### config.mk
export PLATFORM = sky130hd
export DESIGN_NAME = apso_ctrl
export DESIGN_NICKNAME = d
export VERILOG_FILES = /design/src/rtl/atom_pick_and_selection_order_assert.svh /design/src/rtl/apso_pkg.sv /design/src/rtl/apso_ctrl.sv
export SDC_FILE = /design/constraint.sdc
export NUM_CORES = 1
export LEC_CHECK = 0
export BUFFER_PORTS_ARGS = -buffer_cell sky130_fd_sc_hd__clkbuf_2
export CORE_MARGIN = 2
export CORE_UTILIZATION = 49
export CTS_CLUSTER_SIZE = 10
export DETAILED_ROUTE_END_ITERATION = 12
export GPL_TIMING_DRIVEN = 0
export PLACE_DENSITY = 0.87
export SLEW_MARGIN = 20
export SYNTH_ARGS = -nofsm -noshare
export SYNTH_HDL_FRONTEND = slang
export SYNTH_SLANG_ARGS = --single-unit
### constraint.sdc
create_clock -name clk_i -period 1.83 [get_ports clk_i]
set_clock_uncertainty 0.05 [all_clocks]
set_input_delay 0.0915 -clock clk_i [delete_from_list [all_inputs] [get_ports clk_i]]
set_output_delay 0.0915 -clock clk_i [all_outputs]
set_load 0.01 [all_outputs]
### src/rtl/atom_pick_and_selection_order_assert.svh
// Assertion macros shared by the atom pick and selection order design.
`ifndef ATOM_PICK_AND_SELECTION_ORDER_ASSERT_SVH
`define ATOM_PICK_AND_SELECTION_ORDER_ASSERT_SVH

// Checks that the consequent holds in the same cycle as the antecedent.
`define APSO_ASSERT_SAME(name, clk, rst_n, ante, cons, msg) \
  name: assert property (@(posedge clk) disable iff (!rst_n) (ante) |-> (cons)) \
    else $error(msg);

// Checks that the consequent holds in the cycle after the antecedent.
`define APSO_ASSERT_NEXT(name, clk, rst_n, ante, cons, msg) \
  name: assert property (@(posedge clk) disable iff (!rst_n) (ante) |=> (cons)) \
    else $error(msg);

`endif

### src/rtl/apso_pkg.sv
// Package with types, constants and helpers of the atom pick and selection order block.
package apso_pkg;

  localparam int TABLE_ENTRIES = 1024;
  localparam int ADDR_W        = $clog2(TABLE_ENTRIES);
  localparam int IDX_W         = 10;
  localparam int CNT_W         = 11;
  localparam int FRAME_W       = 10;
  localparam int COORD_W       = 16;
  localparam int RAD_W         = 12;
  localparam int ORD_W         = 10;
  localparam int RANK_W        = 11;
  localparam int POS_W         = 2 * COORD_W;
  localparam int ATTR_W        = RAD_W + ORD_W + 1;
  localparam int BASE_W        = FRAME_W + CNT_W + 1;
  localparam int MSTEP_W       = $clog2(FRAME_W);
  localparam int CFG_IDX_W     = 2;

  localparam logic [CNT_W-1:0] COUNT_MAX = CNT_W'(1024);

  typedef enum logic [1:0] {
    CMD_WRITE  = 2'd0,
    CMD_PICK   = 2'd1,
    CMD_REGION = 2'd2
  } cmd_e;

  typedef enum logic [CFG_IDX_W-1:0] {
    CFG_ATOM_COUNT    = 2'd0,
    CFG_FRAME_COUNT   = 2'd1,
    CFG_CURRENT_FRAME = 2'd2
  } cfg_idx_e;

  typedef enum logic [1:0] {
    SCAN_PICK   = 2'd0,
    SCAN_REGION = 2'd1,
    SCAN_RENUM  = 2'd2
  } scan_mode_e;

  typedef struct packed {
    logic [1:0]                command;
    logic [IDX_W-1:0]          entry_index;
    logic signed [COORD_W-1:0] atom_x;
    logic signed [COORD_W-1:0] atom_y;
    logic [RAD_W-1:0]          atom_radius;
    logic [ORD_W-1:0]          atom_depth_order;
    logic                      atom_hidden;
    logic signed [COORD_W-1:0] point_x;
    logic signed [COORD_W-1:0] point_y;
    logic signed [COORD_W-1:0] end_x;
    logic signed [COORD_W-1:0] end_y;
  } apso_in_t;

  typedef struct packed {
    logic              found;
    logic [IDX_W-1:0]  hit_atom;
    logic [RANK_W-1:0] hit_rank;
    logic [CNT_W-1:0]  selected_count;
  } apso_out_t;

  typedef struct packed {
    logic       clr_en;
    logic       load;
    logic       mod_run;
    logic       base_load;
    logic       scan_start;
    scan_mode_e scan_mode;
    logic       fetch;
    logic       resolve;
  } apso_cmd_t;

  typedef struct packed {
    logic       clr_last;
    logic       mod_last;
    logic       scan_done;
    logic       have;
    logic       old_nz;
    logic [1:0] command;
  } apso_stat_t;

  function automatic logic [CNT_W-1:0] sat_inc(input logic [CNT_W-1:0] v);
    sat_inc = (v >= COUNT_MAX) ? v : v + CNT_W'(1);
  endfunction

endpackage

### src/rtl/apso_ctrl.sv
// Controller state machine sequencing the clearing pass, commands and scans.
module apso_ctrl import apso_pkg::*; (
  input  logic       clk_i,
  input  logic       rst_ni,
  input  logic       start,
  input  logic [1:0] command_i,
  input  apso_stat_t stat_i,
  output apso_cmd_t  cmd_o,
  output logic       busy,
  output logic       done_o
);

  typedef enum logic [8:0] {
    S_CLEAR   = 9'b000000001,
    S_IDLE    = 9'b000000010,
    S_MOD     = 9'b000000100,
    S_BASE    = 9'b000001000,
    S_SCAN    = 9'b000010000,
    S_FETCH   = 9'b000100000,
    S_RESOLVE = 9'b001000000,
    S_RENUM   = 9'b010000000,
    S_DONE    = 9'b100000000
  } state_e;

  state_e state_q, state_d;

  always_comb begin
    state_d   = state_q;
    cmd_o     = '0;
    cmd_o.scan_mode = SCAN_PICK;
    unique case (state_q)
      S_CLEAR: begin
        cmd_o.clr_en = 1'b1;
        if (stat_i.clr_last) state_d = S_IDLE;
      end
      S_IDLE: begin
        if (start) begin
          cmd_o.load = 1'b1;
          state_d = ((command_i == CMD_PICK) || (command_i == CMD_REGION)) ? S_MOD : S_DONE;
        end
      end
      S_MOD: begin
        cmd_o.mod_run = 1'b1;
        if (stat_i.mod_last) state_d = S_BASE;
      end
      S_BASE: begin
        cmd_o.base_load  = 1'b1;
        cmd_o.scan_start = 1'b1;
        cmd_o.scan_mode  = (stat_i.command == CMD_REGION) ? SCAN_REGION : SCAN_PICK;
        state_d = S_SCAN;
      end
      S_SCAN: begin
        if (stat_i.scan_done) begin
          state_d = ((stat_i.command == CMD_PICK) && stat_i.have) ? S_FETCH : S_DONE;
        end
      end
      S_FETCH: begin
        cmd_o.fetch = 1'b1;
        state_d = S_RESOLVE;
      end
      S_RESOLVE: begin
        cmd_o.resolve = 1'b1;
        if (stat_i.old_nz) begin
          cmd_o.scan_start = 1'b1;
          cmd_o.scan_mode  = SCAN_RENUM;
          state_d = S_RENUM;
        end else begin
          state_d = S_DONE;
        end
      end
      S_RENUM: begin
        if (stat_i.scan_done) state_d = S_DONE;
      end
      S_DONE: begin
        state_d = S_IDLE;
      end
      default: state_d = S_IDLE;
    endcase
  end

  always_ff @(posedge clk_i or negedge rst_ni) begin
    if (!rst_ni) begin
      state_q <= S_CLEAR;
    end else begin
      state_q <= state_d;
    end
  end

  assign busy   = (state_q != S_IDLE);
  assign done_o = (state_q == S_DONE);

endmodule

==> run summary <==
The floorplan step defined a die boundary enclosing around 1900 um2. The library cell with the largest summed area after synthesis is dfrtp_1. The flip-flop and latch area came out at 231.5 um2. The worst setup path is captured at an output pin. The routed wire length per instance is between 15 and 20 um. The startpoint identified for the worst hold timing path is start.

The number of flip-flops under the largest register name is 9. The largest fanout on the critical path came out at 4. The post-synthesis async set-or-reset flop share came out at 100.0%. The placeable core area is around 1500 um2. The share of layout cells above drive strength 1 came out at roughly 55%. The flow ran to the end, but the final reports show violations. The transition at the pin with the smallest max-transition slack is between 0.4 and 0.5 ns. The total number of nets in the final design is 138.

The synthesized netlist contains 39 unique library cells. The area growth from synthesis to layout is 51.42%. The origin of the worst setup path is state_q[3]$_DFFE_PN0P_. The post-route worst hold slack is roughly 0.022 ns. The gate count of the mapped netlist is 80. The maximum resistive drop on vdd came out at 0.8320 mV. In the final layout, the registers with the most flip-flops are state_q (9). Sorting the synthesized cells by area gives the leading types as dfrtp_1 27%, nor3b_1 6.0%, nor4b_1 4.7%. The maximum achievable frequency came out at roughly 0.50 GHz.

The static leakage power came out at roughly 0.57 nW. The congestion estimate from routability-driven global placement came to roughly 0.83. After synthesis, the mean cell area works out to 9.368 um2. In the final timing run, aggregate negative setup slack is -0.8431 ns. The overall power consumption is about 1.1 mW. Port buffering added 22 buffers. The post-synthesis sequential area ratio is between 30 and 40%. The area taken by multi-input logic gates is 486.7 um2. In the synthesized netlist the dominant register cell turns out to be dfrtp_1. The ratio of routed vias to standard cells is about 6.1. The post-synthesis instance area came out at between 700 and 800 um2. The pin count of the biggest net entering global routing came out at 11. The number of core rows came out at 14. The number of antenna-violating nets in the routed design is 0. The worst hold path was traced through 2 stages. CTS built an H-tree with a depth of 1. Clock latency on the worst-skew pair, taken at its later pin, is about 0.28 ns. The detailed-router iteration count before antenna repair came out at 4.

The critical path depth is 5. The number of synthesized flops with an enable pin is 0. Counting every sink on the clock net gives 9.

The initial cell density of the core is approximately half. The diode insertion count for antenna repair is 0. The sum of overflow across all layers after global routing is 0. The flip-flop and latch count after synthesis is 9. STA classifies the critical path startpoint as a flip-flop. The global-route wire length before repair came out at 3477 um. Clock tree synthesis selected as its root buffer the cell clkbuf_4. The maximum number of buffers from clock root to sink came out at 2. Once detailed placement completed, the half-perimeter wirelength came to roughly 1300 um.

Wires add up to between 2000 and 3000 um. The register containing the most flip-flops in the final layout is state_q. Dividing total power by cell area gives a power density of between 900 and 1000 nW/um2.

The y dimension of the die is approximately 43 um. The Yosys step of the flow raised 0 warnings. The register clock-pin slew on the reported worst setup and hold paths came out at 0.06 ns. The slowest stage of the critical path belongs to the cell or4_4. When the netlist entered floorplanning its net count stood at 92. Setup repair after global routing could not meet its margin everywhere. The critical path is of the flip-flop to output pin type. The detailed router finished its first iteration with 40 violations. The post-detailed-placement cell area came out at slightly below 900 um2. The global router's overall resource usage is between 20% and 30%. The number of failing hold endpoints at the final stage came to 0. The total count of max-transition violations in the final report came to 0. OpenSTA, run right after detailed placement, puts the worst setup slack at -0.07714 ns. The delay of the slowest cell on the worst path came out at ~0.57 ns. The final setup violation count came out at 9. The top-area cell type share of the netlist area is a little over a quarter. The CTS tree is yes. The number of buffers and inverters on the critical path is 2. The number of placed I/O pins is 23. The class of the tightest hold or removal check is primary input to flip-flop. In this design, the largest share of critical-path delay is due to simple AND/OR/NAND/NOR gates. The total number of vias is roughly 860. Counting the fill cells in the layout gives 96.

After detailed routing, the number of remaining DRC violations is 0. The critical path goes through or4_4, nor3_4, nand4_1, inv_1, buf_2. The tool flagged a number of max-cap violations equal to 0.

Once layout is done, the placed cells without fillers occupy around 1100 um2. The TritonCTS buffer count is 3. The max-slew headroom at the worst pin is between 70 and 80%.

The path depth of the worst reg2reg path came out at 7. The final reports fail on negative setup slack. STA puts the critical path data required time at 1.69 ns. The via count of the first global-routing pass came out at approximately 780. The shortest period the worst path allows is around 2.0 ns. The post-route clock period utilization came out at 108.6%.

In this run the critical register-to-register path is launched from state_q[7]$_DFFE_PN0P_. The post-layout worst setup margin is -0.1574 ns. The critical path data arrival time came out at ~1.9 ns.

The initial antenna violation count came to 0. The width of the chip came out at 43.11 um.
## final timing paths
check / to / slack, ns
setup / recovery: cmd_o[3] / -0.16
hold / removal: state_q[1]$_DFFE_PN0P_ / 0.02
setup reg to reg: state_q[1]$_DFFE_PN0P_ / 0.01
hold reg to reg: state_q[6]$_DFFE_PN0P_ / 0.57
max in group asynchronous: state_q[0]$_DFFE_PN1P_ / 1.28
min in group asynchronous: state_q[6]$_DFFE_PN0P_ / 0.19
## placed cells by master, fill, tap and decap left out, types with 2 or more instances in the layout
cell type and instances:
and4b_1 2, inv_2 2, buf_2 6, o21ai_0 4, nand2_1 6, buf_6 5, clkbuf_2 16, buf_4 16
nor3b_2 3, nor3b_1 4, nor4_1 2, dfrtp_2 4, dfrtp_1 4, nor2_1 5, and3_1 2, nor3_4 2
dlygate4sd3_1 3, clkbuf_4 3, nor4b_1 2, nor2b_1 4, xor2_1 2, inv_1 3
## final cells by class
| class | count | area share, % |
|---|---|---|
| well taps | 16 | 1.764 |
| plain buffers | 2 | 2.315 |
| repair buffers | 46 | 28.67 |
| multi-input cells | 59 | 42.89 |
| inverters | 5 | 1.654 |
| flip-flops and latches | 9 | 20.40 |
| clock buffers | 4 | 2.315 |
## metrics by stage
| step | util, % | instances |
|---|---|---|
| after detailed placement | 59.78 | 118 |
| final | 77.13 | 141 |
| after global routing | 77.13 | 141 |
| after global placement | 59.78 | 118 |
| after floorplan | - | 80 |
| after CTS | 67.86 | 131 |
## synthesized netlist by cell type (2+ instances only)
library cell  count
o21ai_0           4
nor2b_1           4
nor4b_1           4
nor4_1            3
nor2_1            6
xor2_1            2
nor3b_1           6
inv_1             4
and4b_1           2
nor3_4            2
nand2_1           6
dfrtp_1           8
buf_6             2
and3_1            2
## routing by layer
metal / wire [um] / track usage [%] / vias up
li1: - / - / 389
met4: 172 / 19.39 / 0
met5: 0 / 0 / -
met3: 189 / 3.830 / 21
met1: 1007 / 29.26 / 399
met2: 1216 / 42.99 / 53
## repair_timing
action	CTS	global route
gates cloned	0	1
endpoints found under the setup margin	9	15
buffers inserted	10	10
hold buffers	3	0
resized for setup	11	17
hold endpoints to repair	11	0
pin swaps	11	11
## logic make-up (layout without fill, tap and decap cells)
group	after synthesis	count (layout)	synth area share [%]
compound gates	13	13	12.86
xor+xnor	3	3	3.506
simple gates	43	43	40.90
buf+inv	12	57	12.52
flops	9	9	30.22
## report_power, final
| part | switching, mW | leakage [nW] | internal [mW] |
|---|---|---|---|
| clock | 0.0829 | 0.0150 | 0.0848 |
| combinational | 0.336 | 0.444 | 0.346 |
| sequential | 0.0435 | 0.111 | 0.234 |
| total | 0.462 | 0.571 | 0.665 |
Note: power is estimated with default switching activity, not from simulation.
